==> src/rtl/uer_pkg.sv <==
// Shared types and constants for the ultrasonic echo ranger core.
// No dependencies; imported by ultrasonic_echo_ranger_core.
package uer_pkg;

   // Field widths
   localparam int TRIG_W  = 8;
   localparam int TICK_W  = 16;
   localparam int DIST_W  = 15;
   localparam int CSR_IDX_W = 2;
   localparam int CSR_DATA_W = 16;
   localparam int REQ_DATA_W = 8;
   localparam int RSP_DATA_W = 40;

   // Register reset values
   localparam logic [TRIG_W-1:0] TRIGGER_TICKS_RST  = 8'd10;
   localparam logic [TICK_W-1:0] MAX_WAIT_TICKS_RST = 16'd30000;
   localparam logic [TICK_W-1:0] CLAMP_TICKS_RST    = 16'd17400;

   // Register indexes on the configuration port
   localparam logic [CSR_IDX_W-1:0] CSR_TRIGGER_TICKS  = 2'd0;
   localparam logic [CSR_IDX_W-1:0] CSR_MAX_WAIT_TICKS = 2'd1;
   localparam logic [CSR_IDX_W-1:0] CSR_CLAMP_TICKS    = 2'd2;

   // Distance = (len*16 + 29) / 58, done as (x * RECIP) >> RECIP_SHIFT.
   // x stays below 2^21, and 14 * x < 2^27 keeps the quotient exact.
   localparam int DIV_IN_W    = 21;
   localparam int RECIP_W     = 22;
   localparam int PROD_W      = DIV_IN_W + RECIP_W;
   localparam int RECIP_SHIFT = 27;
   localparam logic [RECIP_W-1:0] RECIP = 22'd2314099;
   localparam logic [DIV_IN_W-1:0] ROUND_ADD = 21'd29;

   localparam logic [TICK_W-1:0] TICK_MAX = '1;

   // Result flags that travel together into the result register
   typedef struct packed {
      logic trigger;
      logic busy;
      logic done;
      logic timed_out;
   } rsp_flags_type;

endpackage

==> src/rtl/ultrasonic_echo_ranger_core.sv <==
// Ultrasonic echo ranger: trigger, echo timing and distance in one stage.
// Depends on uer_pkg.
//
// One request transfer is one microsecond tick (echo pin sample plus an
// optional start request in tuser); every tick yields exactly one response
// transfer carrying the trigger pin level, busy, a one-tick done pulse and
// the held timeout flag, echo length and distance in 1/16 cm. The core takes
// one tick per clock cycle unless the response side stalls; a tick goes
// through the request register, then the result register. The path between
// them is the phase/counter update plus one 21 x 22 bit reciprocal multiply
// for the divide by 58. Configuration writes take effect on the next edge.
module ultrasonic_echo_ranger_core
   import uer_pkg::*;
(
   input  logic                  clock,
   input  logic                  reset,
   // request stream
   input  logic                  req_tvalid,
   output logic                  req_tready,
   input  logic [REQ_DATA_W-1:0] req_tdata,   // [0] echo_level, [7:1] zero
   input  logic                  req_tuser,   // [0] action (start request)
   // response stream
   output logic                  rsp_tvalid,
   input  logic                  rsp_tready,
   // [0] trigger_level, [1] busy_res, [2] done_res, [3] timed_out,
   // [19:4] echo_ticks, [34:20] distance_sixteenths, [39:35] zero
   output logic [RSP_DATA_W-1:0] rsp_tdata,
   // configuration
   input  logic                  csr_we,
   input  logic [CSR_IDX_W-1:0]  csr_index,
   input  logic [CSR_DATA_W-1:0] csr_wdata
);

   typedef enum logic [1:0] {
      PH_IDLE,
      PH_TRIG,
      PH_WAIT,
      PH_MEAS
   } phase_type;

   // Configuration registers
   logic [TRIG_W-1:0] trigger_ticks_ff;
   logic [TICK_W-1:0] max_wait_ticks_ff;
   logic [TICK_W-1:0] clamp_ticks_ff;

   // Request register
   logic in_valid_ff;
   logic in_start_ff;
   logic in_echo_ff;

   // Measurement state
   phase_type         phase_ff, phase_in;
   logic [TICK_W-1:0] tick_count_ff, tick_count_in;
   logic              prev_echo_ff;
   logic [TICK_W-1:0] held_ticks_ff, held_ticks_in;
   logic [DIST_W-1:0] held_dist_ff, held_dist_in;
   logic              held_timeout_ff, held_timeout_in;

   // Result register
   logic              rsp_valid_ff;
   rsp_flags_type     rsp_flags_ff, rsp_flags_in;
   logic [TICK_W-1:0] rsp_ticks_ff;
   logic [DIST_W-1:0] rsp_dist_ff;

   logic                advance;
   logic                finish;
   logic                finish_timeout;
   logic [TICK_W-1:0]   finish_len;
   logic [DIV_IN_W-1:0] div_in;
   logic [PROD_W-1:0]   div_prod;

   // Move a tick on when the result slot is free or being drained
   assign advance    = in_valid_ff && (!rsp_valid_ff || rsp_tready);
   assign req_tready = !in_valid_ff || advance;

   // Configuration writes
   always_ff @(posedge clock) begin
      if (reset) begin
         trigger_ticks_ff  <= TRIGGER_TICKS_RST;
         max_wait_ticks_ff <= MAX_WAIT_TICKS_RST;
         clamp_ticks_ff    <= CLAMP_TICKS_RST;
      end else if (csr_we) begin
         unique case (csr_index)
            CSR_TRIGGER_TICKS:  trigger_ticks_ff  <= csr_wdata[TRIG_W-1:0];
            CSR_MAX_WAIT_TICKS: max_wait_ticks_ff <= csr_wdata;
            CSR_CLAMP_TICKS:    clamp_ticks_ff    <= csr_wdata;
            default: ;
         endcase
      end
   end

   // Capture request transfers
   always_ff @(posedge clock) begin
      if (reset) begin
         in_valid_ff <= 1'b0;
      end else if (req_tready) begin
         in_valid_ff <= req_tvalid;
      end
      if (req_tvalid && req_tready) begin
         in_start_ff <= req_tuser;
         in_echo_ff  <= req_tdata[0];
      end
   end

   // Phase and tick counter update for one tick
   always_comb begin
      phase_in       = phase_ff;
      tick_count_in  = tick_count_ff;
      finish         = 1'b0;
      finish_timeout = 1'b0;
      finish_len     = tick_count_ff;
      unique case (phase_ff)
         PH_IDLE: begin
            if (in_start_ff) begin
               phase_in      = PH_TRIG;
               tick_count_in = TICK_W'(1);
            end
         end
         PH_TRIG: begin
            if (tick_count_ff >= TICK_W'(trigger_ticks_ff)) begin
               phase_in      = PH_WAIT;
               tick_count_in = '0;
            end else begin
               tick_count_in = tick_count_ff + TICK_W'(1);
            end
         end
         PH_WAIT: begin
            if (in_echo_ff && !prev_echo_ff) begin
               phase_in      = PH_MEAS;
               tick_count_in = TICK_W'(1);
            end else if (tick_count_ff >= max_wait_ticks_ff) begin
               finish         = 1'b1;
               finish_timeout = 1'b1;
               finish_len     = clamp_ticks_ff;
            end else begin
               tick_count_in = tick_count_ff + TICK_W'(1);
            end
         end
         PH_MEAS: begin
            if (!in_echo_ff) begin
               finish     = 1'b1;
               finish_len = (tick_count_ff > clamp_ticks_ff) ? clamp_ticks_ff
                                                             : tick_count_ff;
            end else if (tick_count_ff != TICK_MAX) begin
               tick_count_in = tick_count_ff + TICK_W'(1);
            end
         end
         default: ;
      endcase
      if (finish) begin
         phase_in      = PH_IDLE;
         tick_count_in = '0;
      end
   end

   // Divide (len*16 + 29) by 58 through the reciprocal
   assign div_in   = {1'b0, finish_len, 4'b0000} + ROUND_ADD;
   assign div_prod = PROD_W'(div_in) * PROD_W'(RECIP);

   // Held result fields
   always_comb begin
      held_ticks_in   = held_ticks_ff;
      held_dist_in    = held_dist_ff;
      held_timeout_in = held_timeout_ff;
      if (finish) begin
         held_ticks_in   = finish_len;
         held_dist_in    = div_prod[RECIP_SHIFT+DIST_W-1:RECIP_SHIFT];
         held_timeout_in = finish_timeout;
      end
   end

   always_comb begin
      rsp_flags_in.trigger   = (phase_in == PH_TRIG);
      rsp_flags_in.busy      = (phase_in != PH_IDLE);
      rsp_flags_in.done      = finish;
      rsp_flags_in.timed_out = held_timeout_in;
   end

   // Advance state and load the result register
   always_ff @(posedge clock) begin
      if (reset) begin
         phase_ff        <= PH_IDLE;
         tick_count_ff   <= '0;
         prev_echo_ff    <= 1'b0;
         held_ticks_ff   <= '0;
         held_dist_ff    <= '0;
         held_timeout_ff <= 1'b0;
         rsp_valid_ff    <= 1'b0;
      end else begin
         if (advance) begin
            phase_ff        <= phase_in;
            tick_count_ff   <= tick_count_in;
            prev_echo_ff    <= in_echo_ff;
            held_ticks_ff   <= held_ticks_in;
            held_dist_ff    <= held_dist_in;
            held_timeout_ff <= held_timeout_in;
            rsp_valid_ff    <= 1'b1;
         end else if (rsp_tready) begin
            rsp_valid_ff <= 1'b0;
         end
      end
      if (advance) begin
         rsp_flags_ff <= rsp_flags_in;
         rsp_ticks_ff <= held_ticks_in;
         rsp_dist_ff  <= held_dist_in;
      end
   end

   assign rsp_tvalid = rsp_valid_ff;
   assign rsp_tdata  = {5'b00000, rsp_dist_ff, rsp_ticks_ff, rsp_flags_ff.timed_out,
                        rsp_flags_ff.done, rsp_flags_ff.busy, rsp_flags_ff.trigger};

   // Checks
   a_done_not_busy: assert property (@(posedge clock) disable iff (reset)
      (rsp_valid_ff && rsp_flags_ff.done) |-> !rsp_flags_ff.busy)
      else $error("done pulse reported while still busy");

   a_trigger_busy: assert property (@(posedge clock) disable iff (reset)
      (rsp_valid_ff && rsp_flags_ff.trigger) |-> rsp_flags_ff.busy)
      else $error("trigger driven outside a measurement");

   a_idle_count: assert property (@(posedge clock) disable iff (reset)
      (phase_ff == PH_IDLE) |-> (tick_count_ff == '0))
      else $error("tick counter not cleared in idle");

   a_stall_hold: assert property (@(posedge clock) disable iff (reset)
      (in_valid_ff && !advance) |=> in_valid_ff)
      else $error("stalled tick dropped from request register");

endmodule

==> config.mk <==
export PLATFORM = sky130hd
export DESIGN_NAME = ultrasonic_echo_ranger_core
export DESIGN_NICKNAME = d
export VERILOG_FILES = /design/src/rtl/uer_pkg.sv /design/src/rtl/ultrasonic_echo_ranger_core.sv
export SDC_FILE = /design/constraint.sdc
export NUM_CORES = 1
export LEC_CHECK = 0
export BUFFER_PORTS_ARGS = -buffer_cell sky130_fd_sc_hd__buf_2
export CORE_ASPECT_RATIO = 1.1
export CORE_MARGIN = 2
export CORE_UTILIZATION = 53
export CTS_CLUSTER_SIZE = 14
export DETAILED_ROUTE_END_ITERATION = 12
export GPL_TIMING_DRIVEN = 0
export PLACE_DENSITY = 0.83
export SLEW_MARGIN = 25
export SYNTH_ARGS = -nofsm -noshare
export SYNTH_HDL_FRONTEND = slang
export SYNTH_SLANG_ARGS = --single-unit
==> constraint.sdc <==
create_clock -name clock -period 12.17 [get_ports clock]
set_clock_uncertainty 0.15 [all_clocks]
set_input_delay 0 -clock clock [delete_from_list [all_inputs] [get_ports clock]]
set_output_delay 0 -clock clock [all_outputs]
set_load 0.005 [all_outputs]
## Yosys cells after proc, flatten, opt, wreduce, memory -nomap -nowiden

Index checks and enable logic that the tools add are counted.

| cells by class | value |
|---|---|
| add/sub/neg operators | 2 |
| multiply operators | 1 |
| magnitude comparators | 3 |
| equality and inequality tests | 11 |
| muxes and demuxes | 28 |
| reduce and logical (&&, ||, !) cells | 16 |

Operators by type and width:

| cell | count |
|---|---|
| 16-bit 2-to-1 mux | 12 |
| 16-bit case mux with 4 select lines | 1 |
| 21-bit by 22-bit multiplier with 42-bit output (second input constant) | 1 |
| 16-bit case mux with 2 select lines | 1 |
| 20-bit by 5-bit adder with 21-bit output (second input constant) | 1 |
| 16-bit by 1-bit adder with 16-bit output (second input constant) | 1 |
| 16-bit greater-or-equal comparator | 1 |
| 16-bit by 8-bit greater-or-equal comparator with 1-bit output | 1 |
| 16-bit greater-than comparator | 1 |
| 16-bit inequality test (second input constant) | 1 |
| 15-bit 2-to-1 mux | 1 |
| 3-bit inequality test (second input constant) | 3 |
| 2-bit 2-to-1 mux | 4 |
| 1-bit 2-to-1 mux | 7 |
| 2-bit by 1-bit == test with 1-bit output (second input constant) | 3 |
| 2-bit == test (second input constant) | 3 |
| 2-bit case mux with 3 select lines | 1 |
| 2-bit AND reduction | 3 |
| 5-bit AND reduction | 1 |
| 2-bit logical NOT | 2 |
| 4-bit inequality test (second input constant) | 1 |
| 2-bit nonzero test | 2 |
| 1-bit logical AND | 3 |
| 1-bit logical NOT | 3 |
| other kinds (2) | 3 |

| storage, ports and cells | value |
|---|---|
| bits in registers | 130 |
| input bits | 32 |
| output and inout bits | 42 |
| word-level logic and storage cells | 80 |

## Logic depth before layout (Yosys ltp)

Gate-level depths: netlist (run 1).

| depth | value |
|---|---|
| word-level depth | 7 |
| mapped depth | 39 |

## Least setup slack after synthesis (run 1)

OpenSTA, ideal clock, no wires.

| path | value |
|---|---|
| kind | register -> register |
| start point | register clamp_ticks_ff[12] |
| end point | register held_dist_ff[10] |
| setup time | 122 ps |
| arrival | 9796 ps |
| slack | 2102 ps |
| cell stages (with the launch flop) | 38 |
| path through | dfxtp_1 inv_1 ha_1 nand4_1 or4_1 o21ai_0 a41oi_1 nor2_1 buf_2 a21o_1 ha_1 buf_2 clkinv_1 nor4_1 nand3_1 xnor2_1 nor2_1 a21oi_2 [2 not listed] xnor2_1 ha_1 a31o_2 fa_1 fa_1 fa_1 fa_1 ha_1 ha_1 a21o_1 a21o_1 a211oi_1 nand3_1 a221o_1 clkbuf_1 a21oi_1 nor4_1 a311o_1 |

| between the ends | value |
|---|---|
| longest elaborated chain between the ends | 7 |

RTL lines:

| item | RTL line | RTL |
|---|---|---|
| start: declaration | ultrasonic_echo_ranger_core.sv:44 | `logic [TICK_W-1:0] clamp_ticks_ff;` |
| start signal: assignment | ultrasonic_echo_ranger_core.sv:86 | `CSR_CLAMP_TICKS: clamp_ticks_ff <= csr_wdata;` |
| 16-bit greater-than comparator | ultrasonic_echo_ranger_core.sv:142 | `finish_len = (tick_count_ff > clamp_ticks_ff) ? clamp_ticks_ff` |
| 16-bit 2-to-1 mux | ultrasonic_echo_ranger_core.sv:142 |  |
| 16-bit 2-to-1 mux | ultrasonic_echo_ranger_core.sv:140 | `if (!in_echo_ff) begin` |
| 16-bit case mux with 2 select lines * | ultrasonic_echo_ranger_core.sv:112 | `unique case (phase_ff)` |
| 20-bit by 5-bit adder with 21-bit output * | ultrasonic_echo_ranger_core.sv:157 | `assign div_in = {1'b0, finish_len, 4'b0000} + ROUND_ADD;` |
| 21-bit by 22-bit multiplier with 42-bit output * | ultrasonic_echo_ranger_core.sv:158 | `assign div_prod = PROD_W'(div_in) * PROD_W'(RECIP);` |
| 15-bit 2-to-1 mux * | ultrasonic_echo_ranger_core.sv:165 | `if (finish) begin` |
| end signal: assignment | ultrasonic_echo_ranger_core.sv:195 | `held_dist_ff <= held_dist_in;` |
| end: declaration | ultrasonic_echo_ranger_core.sv:56 | `logic [DIST_W-1:0] held_dist_ff, held_dist_in;` |

Mark *: on every way between the ends. The rest lies on a longest branch, timed or not.
A chain may end at the register's enable or synchronous reset.

## Worst setup path in the final report (run 1)

| path | value |
|---|---|
| start point | register clamp_ticks_ff[13] |
| end point | register rsp_dist_ff[10], data pin |

| between the ends | value |
|---|---|
| longest elaborated chain between the ends | 7 |

RTL lines:

| item | RTL line | RTL |
|---|---|---|
| 16-bit greater-than comparator | ultrasonic_echo_ranger_core.sv:142 |  |
| 16-bit 2-to-1 mux | ultrasonic_echo_ranger_core.sv:142 |  |
| 16-bit 2-to-1 mux | ultrasonic_echo_ranger_core.sv:140 |  |
| 16-bit case mux with 2 select lines * | ultrasonic_echo_ranger_core.sv:112 |  |
| 20-bit by 5-bit adder with 21-bit output * | ultrasonic_echo_ranger_core.sv:157 |  |
| 21-bit by 22-bit multiplier with 42-bit output * | ultrasonic_echo_ranger_core.sv:158 |  |
| 15-bit 2-to-1 mux * | ultrasonic_echo_ranger_core.sv:165 |  |
| via held_dist_in[10] | ultrasonic_echo_ranger_core.sv:56 |  |
| end signal: assignment | ultrasonic_echo_ranger_core.sv:205 | `rsp_dist_ff <= held_dist_in;` |
| end: declaration | ultrasonic_echo_ranger_core.sv:63 | `logic [DIST_W-1:0] rsp_dist_ff;` |

Mark *: on every way through the listed nets, which the timed path passes. The rest lies on a longest branch.

==> results of run 1 <==
## cells by family (layout without fill, tap and decap cells)
group                      after synthesis  count (layout)  synth area share, %
buffers and inverters                  317             446                 8.62
DFF                                    130             130                 21.0
AOI/OAI and AO/OA                      273             273                 12.6
and+or+nand+nor                        391             391                 12.8
adders and majority gates              376             376                 40.4
xor gates and xnor gates                63              63                 3.90
muxes                                    9               9                0.637
other                                    1               5               0.0265
## layer usage
layer,vias up,track usage (%),wire [um]
met5,-,0,0
met4,0,15.6,2010
met3,130,3.23,2250
met2,414,50.2,19400
met1,5614,34.4,15800
li1,5484,-,-
## power groups by stage
stage                     Combinational (mW)  Sequential (mW)  Clock (mW)
after floorplan                        0.134            0.471           0
after global placement                 0.182            0.472           0
after detailed placement               0.193            0.472           0
after CTS                              0.205            0.463       0.532
after global routing                   0.238            0.464       0.548
final                                  0.207            0.463       0.533
## final timing paths
path	from	end	slack, ns	depth (start not counted)
min reg2reg	held_dist_ff[3]	held_dist_ff[3]	0.31	2
max	clamp_ticks_ff[13]	rsp_dist_ff[10]	0.63	37
min	req_tuser	in_start_ff	0.13	2
max reg2reg	clamp_ticks_ff[13]	rsp_dist_ff[10]	0.63	37
## placed cells by master, fill, tap and decap left out, types with 8 or more instances in the layout
master,count
inv_1,251
ha_1,242
fa_1,134
nand2_1,131
nor2_1,114
a21oi_1,99
dfxtp_1,93
buf_2,68
clkbuf_1,44
xnor2_1,42
o21ai_0,39
edfxtp_1,37
nand3_1,33
dlygate4sd3_1,28
a211oi_1,23
o211ai_1,23
xor2_1,21
nor3_1,21
a21o_1,18
clkbuf_16,17
nand4_1,16
buf_4,12
a31oi_1,9
and2_1,8
## area by class of cell
cell class                      instances  area [um^2]  area share [%]
Multi-Input combinational cell       1117        10000            62.9
Clock inverter                         15          173            1.08
Inverter                              254          961            6.03
Tap cell                              352          440            2.76
Timing Repair Buffer                   97          673            4.22
Clock buffer                           17          425            2.67
Sequential cell                       130         2970            18.7
Buffer                                 63          267            1.67
## flip-flops by register name, summed over array words and instances, names as in the netlist, 2 cells and up
register / flops
held_dist_ff: 15
clamp_ticks_ff: 16
trigger_ticks_ff: 8
rsp_tdata: 4
held_ticks_ff: 16
rsp_ticks_ff: 16
max_wait_ticks_ff: 16
tick_count_ff: 16
rsp_dist_ff: 15
phase_ff: 2
## what timing repair did
action / 4_1_cts / 5_1_grt
hold buffers: 28 / 0
hold endpoints to repair: 46 / 0
setup endpoints to repair: 18 / 25
gates resized for setup: 4 / 11
setup buffers: 0 / 8
==> results.sh, run 1 <==
export IMPL_dpl_hpwl_mm=31.0
export IMPL_nFillCells=2126
export IMPL_drive_gt1_share_pct=8.74
export IMPL_die_h_um=175
export IMPL_finalCriticalPeriod_ns=11.54
export IMPL_num_vias=11642
export IMPL_htree_levels=4
export IMPL_ys_top_cells_by_count="inv_1 (252), ha_1 (242), fa_1 (134), nand2_1 (131), nor2_1 (115)"
export IMPL_start_kind="register"
export IMPL_antenna_cells=0
export IMPL_worst_pin_slew_ns=1.07
export IMPL_fmax_ghz=0.0866
export IMPL_async_flop_share_pct=0
export IMPL_ir_worst_vdd_mv=0.134
export IMPL_dieArea_um2=28000
export IMPL_place_gp_congestion=1.00
export IMPL_clkPwrFrac_pct=44.3
export IMPL_setup_ws_ns=0.629
export IMPL_yosysTopAreaCell="ha_1"
export IMPL_ios=74
export IMPL_clock_sinks=130
export IMPL_slowest_delay_ns=0.60
export IMPL_endpoint_kind="register"
export IMPL_hp_class="input port to register"
export IMPL_io_buffers=60
export IMPL_worstPathRequired_ns=12.17
export IMPL_antenna_left=0
export IMPL_synth_distinct_cells=68
export IMPL_fin_area_um2=15900
export IMPL_p_sw_mw=0.353
export IMPL_drv_slew=0
export IMPL_initial_core_util_pct=54.1
export IMPL_yosysWarnings=0
export IMPL_final_setup_tns_ns=0
export IMPL_overflow=0
export IMPL_synth_seq_area_share_pct=21.0
export IMPL_antenna_found_initial=0
export IMPL_nNetsFinal=2088
export IMPL_clockBufferDepth=2
export IMPL_synthTopCellsByArea="ha_1 (21%), fa_1 (19%), dfxtp_1 (13%)"
export IMPL_cp_max_fo=10
export IMPL_grt_pass1_wl_mm=62.4
export IMPL_combPwrFrac_pct=17.2
export IMPL_dp_cells=1977
export IMPL_finalWirelength_mm=39.4
export IMPL_hold_ws_ns=0.126
export IMPL_cts_root_buf="clkbuf_16"
export IMPL_clk_pin_slew_ns=0.06
export IMPL_slowest_stage="or4_1"
export IMPL_placed_area_um2=14900
export IMPL_syn_inst=1560
export IMPL_rsz0062_at_grt="no"
export IMPL_grt_usage_pct=28.6
export IMPL_finalPower_mw=1.20
export IMPL_fin_util_pct=61.0
export IMPL_syn2layout_area_growth_pct=12.7
export IMPL_p_seq_share_pct=38.5
export IMPL_fin_crit_sh_pct=94.8
export IMPL_clk_latency_ns=0.44
export IMPL_synth_most_common_cell="inv_1"
export IMPL_std_cell_rows=62
export IMPL_path_class="register to register"
export IMPL_power_leakage_nw=7.77
export IMPL_finalSetupViolations=0
export IMPL_arrival_ns=11.54
export IMPL_cts_tree="built"
export IMPL_cap_violations=0
export IMPL_design_core_area_um2=26100
export IMPL_grt_pass1_vias=12202
export IMPL_synth_area_um2=14100
export IMPL_first_pass_iters=5
export IMPL_cts_made_buffers=17
export IMPL_syn_area_per_cell_um2=9.07
export IMPL_dominantRegCellSynth="dfxtp_1"
export IMPL_drc=0
export IMPL_grt_start_max_net_pins=31
export IMPL_power_density_nw_per_um2=75.5
export IMPL_status="finished, final reports clean"
export IMPL_synth_top_cell_area_share_pct=21.4
export IMPL_place_ws_ns=-0.464
export IMPL_synth_edf_count=37
export IMPL_routedWlPerCell_um=19.3
export IMPL_vias_per_cell=5.69
export IMPL_chipWidth_um=160
export IMPL_crit_buf_inv=6
export IMPL_drtIter0Drc=1005
export IMPL_max_slew_margin_pct=28.5
export IMPL_crit_family="adder cells"
export IMPL_p_sw_share_pct=29.3
export IMPL_power_internal_mw=0.850
export IMPL_hold_viol=0
export IMPL_ys_ff_latch=130
export IMPL_finalNonFillerCells=2045
Power figures use the tool's default switching activity.
==> run 2: changes to the inputs <==
- ABC_AREA: unset -> 1
==> run 2 against run 1 <==
  * Fmax up 9.2%
  * Largest power group unchanged
  * Register-to-register slack better by 0.97 ns
  * Worst setup slack better by 0.97 ns
  * Utilization down 0.77 points
  * Combinational power grew 120%
  * Clock power fell by 6.9%
  * Via count up 3.8%
  * Area after synthesis is 2.4% higher
  * Critical path type unchanged
==> results.sh, run 2 <==
export IMPL_status="finished, final reports clean"
export IMPL_grt_usage_pct=28.2
export IMPL_worstPathRequired_ns=12.34
export IMPL_r2r_start="tick_count_ff[0]"
export IMPL_fin_crit_sh_pct=86.9
export IMPL_r2r_end="held_dist_ff[7]"
export IMPL_ys_top_cells_by_count="inv_1 (385), ha_1 (242), nand2_1 (238), fa_1 (134), o21ai_0 (114)"
export IMPL_hold_viol=0
export IMPL_slowest_stage="xor2_1"
export IMPL_drv_slew=0
export IMPL_ys_ff_latch=130
export IMPL_syn_area_per_cell_um2=8.34
export IMPL_hp_class="input port to register"
export IMPL_cts_setup_buffers=0
export IMPL_finalWirelength_mm=38.6
export IMPL_dpl_hpwl_mm=31.3
export IMPL_synth_seq_area_share_pct=20.5
export IMPL_cts_root_buf="clkbuf_16"
export IMPL_hold_path_depth=2
export IMPL_drc=0
export IMPL_power_leakage_nw=8.68
export IMPL_syn_inst=1736
export IMPL_multi_input_area_um2=9860
export IMPL_initial_core_util_pct=53.9
export IMPL_r2r_slack_ns=1.60
export IMPL_hold_path_end="in_start_ff"
export IMPL_grt_pass1_vias=12667
export IMPL_final_setup_tns_ns=0
export IMPL_htree_levels=4
export IMPL_vias_per_cell=5.43
export IMPL_antenna_cells=0
export IMPL_die_h_um=177
export IMPL_drive_gt1_share_pct=9.16
export IMPL_fmax_ghz=0.0946
export IMPL_chipWidth_um=162
export IMPL_clock_sinks=130
export IMPL_path_class="register to register"
export IMPL_yosysTopAreaCell="ha_1"
export IMPL_dieArea_um2=28700
export IMPL_antenna_left=0
export IMPL_dominantRegCellSynth="dfxtp_1"
export IMPL_first_pass_iters=6
export IMPL_finalCriticalPeriod_ns=10.57
export IMPL_hold_ws_ns=0.134
export IMPL_design_core_area_um2=26900
export IMPL_reg2regPathDepth=40
export IMPL_clk_pin_slew_ns=0.07
export IMPL_area_sequential_um2=2970
export IMPL_layout_common_cells="inv_1 (385), ha_1 (242), nand2_1 (238), fa_1 (134), o21ai_0 (114)"
export IMPL_overflow=0
export IMPL_io_buffers=61
export IMPL_clk_latency_ns=0.43
export IMPL_max_slew_margin_pct=36.7
export IMPL_drtIter0Drc=859
export IMPL_power_density_nw_per_um2=88.2
export IMPL_ios=74
export IMPL_finalSetupViolations=0
export IMPL_min_delay_start="req_tuser"
export IMPL_place_gp_congestion=0.984
export IMPL_mostFrequentLayoutCell="inv_1"
export IMPL_synth_distinct_cells=54
export IMPL_cts_tree="built"
export IMPL_cap_violations=0
export IMPL_syn2layout_area_growth_pct=11.8
export IMPL_yosysWarnings=0
export IMPL_std_cell_rows=63
export IMPL_ir_worst_vdd_mv=0.129
export IMPL_endpoint_kind="register"
export IMPL_antenna_found_initial=0
export IMPL_start_kind="register"
export IMPL_grt_pass1_wl_mm=63.2
export IMPL_nNetsFinal=2262
export IMPL_worst_pin_slew_ns=0.946
export IMPL_slowest_delay_ns=0.74
export IMPL_routedWlPerCell_um=17.4
export IMPL_synth_top_cell_area_share_pct=20.9
export IMPL_cts_made_buffers=17
export IMPL_clockBufferDepth=2
export IMPL_synthTopCellsByArea="ha_1 (21%), fa_1 (19%), dfxtp_1 (13%)"
export IMPL_synth_edf_count=37
export IMPL_nFillCells=2248
export IMPL_synth_most_common_cell="inv_1"
export IMPL_synth_area_um2=14500
export IMPL_rsz0062_at_grt="no"
export IMPL_async_flop_share_pct=0
export IMPL_arrival_ns=10.74
export IMPL_cp_max_fo=11
export IMPL_grt_start_max_net_pins=25
export IMPL_num_vias=12079
==> run 2: worst max-delay path by stage <==
stage | start | endpoint | slack, ns | depth (start not counted)
global route | tick_count_ff[0] | held_dist_ff[12] | 1.17 | 44
global placement | tick_count_ff[0] | held_dist_ff[7] | 1.95 | 40
floorplan | tick_count_ff[6] | held_dist_ff[12] | 3.66 | 43
CTS | tick_count_ff[0] | held_dist_ff[12] | 1.79 | 44
finish | tick_count_ff[0] | held_dist_ff[7] | 1.60 | 40
detailed placement | tick_count_ff[0] | held_dist_ff[12] | 1.81 | 44
==> run 2: cell families (layout without fill, tap and decap cells) <==
logic type	after synthesis	in the layout	synth area share, %
simple gates	492	492	15.7
buf+inv	432	559	11.5
fa+ha+maj	376	376	39.4
compound gates	268	268	10.4
flops	130	130	20.5
xor+xnor	37	37	2.39
other cells	1	5	0.0259
==> run 2: timing repair <==
| action | in CTS | in global routing |
|---|---|---|
| resized for setup | 0 | 0 |
| hold buffers | 33 | 0 |
| hold endpoints to repair | 47 | 0 |
==> run 2: area by class of cell <==
| cell class | instances | share of cell area, % |
|---|---|---|
| multi-input cells | 1178 | 60.9 |
| flip-flops and latches | 130 | 18.4 |
| inverters | 394 | 9.14 |
| repair buffers | 95 | 4.10 |
| well taps | 357 | 2.76 |
| clock buffers | 17 | 2.63 |
| plain buffers | 38 | 1.18 |
| clock inverters | 15 | 0.889 |
==> run 2: where the power goes <==
part / switching (mW) / internal, mW
clock network: 0.211 / 0.285
registers: 0.00956 / 0.470
logic: 0.281 / 0.170
==> run 2: routing by layer <==
metal	vias up	wire length, um	GRT usage [%]	part of all wire (%)
met4	0	1760	12.9	4.5
met2	440	19500	50.7	50
met5	-	0	0	0
met3	126	2080	4.32	5.4
li1	5767	-	-	-
met1	5746	15300	33.1	40
==> run 2: critical path, delay by kind of cell (launching register included) <==
family / cells / cell delay (ns)
buffers and inverters: 7 / 0.99
adder cells (fa/ha/maj): 10 / 4.49
AND/OR/NAND/NOR: 15 / 1.93
flip-flops: 1 / 0.39
AO/OA/AOI/OAI: 7 / 1.75
XOR/XNOR: 1 / 0.74
==> run 2: metrics by stage <==
stage	util (%)	std cells	setup WS [ns]	area [um^2]	total power, mW
6_report	60.2	2224	1.60	16200	1.43
3_5_place_dp	56.8	2159	1.81	15300	0.920
2_1_floorplan	-	1740	3.66	14500	0.802
4_1_cts	60.2	2224	1.79	16200	1.42
5_1_grt	60.2	2224	1.17	16200	1.51
3_3_place_gp	56.7	2158	1.95	15200	0.901
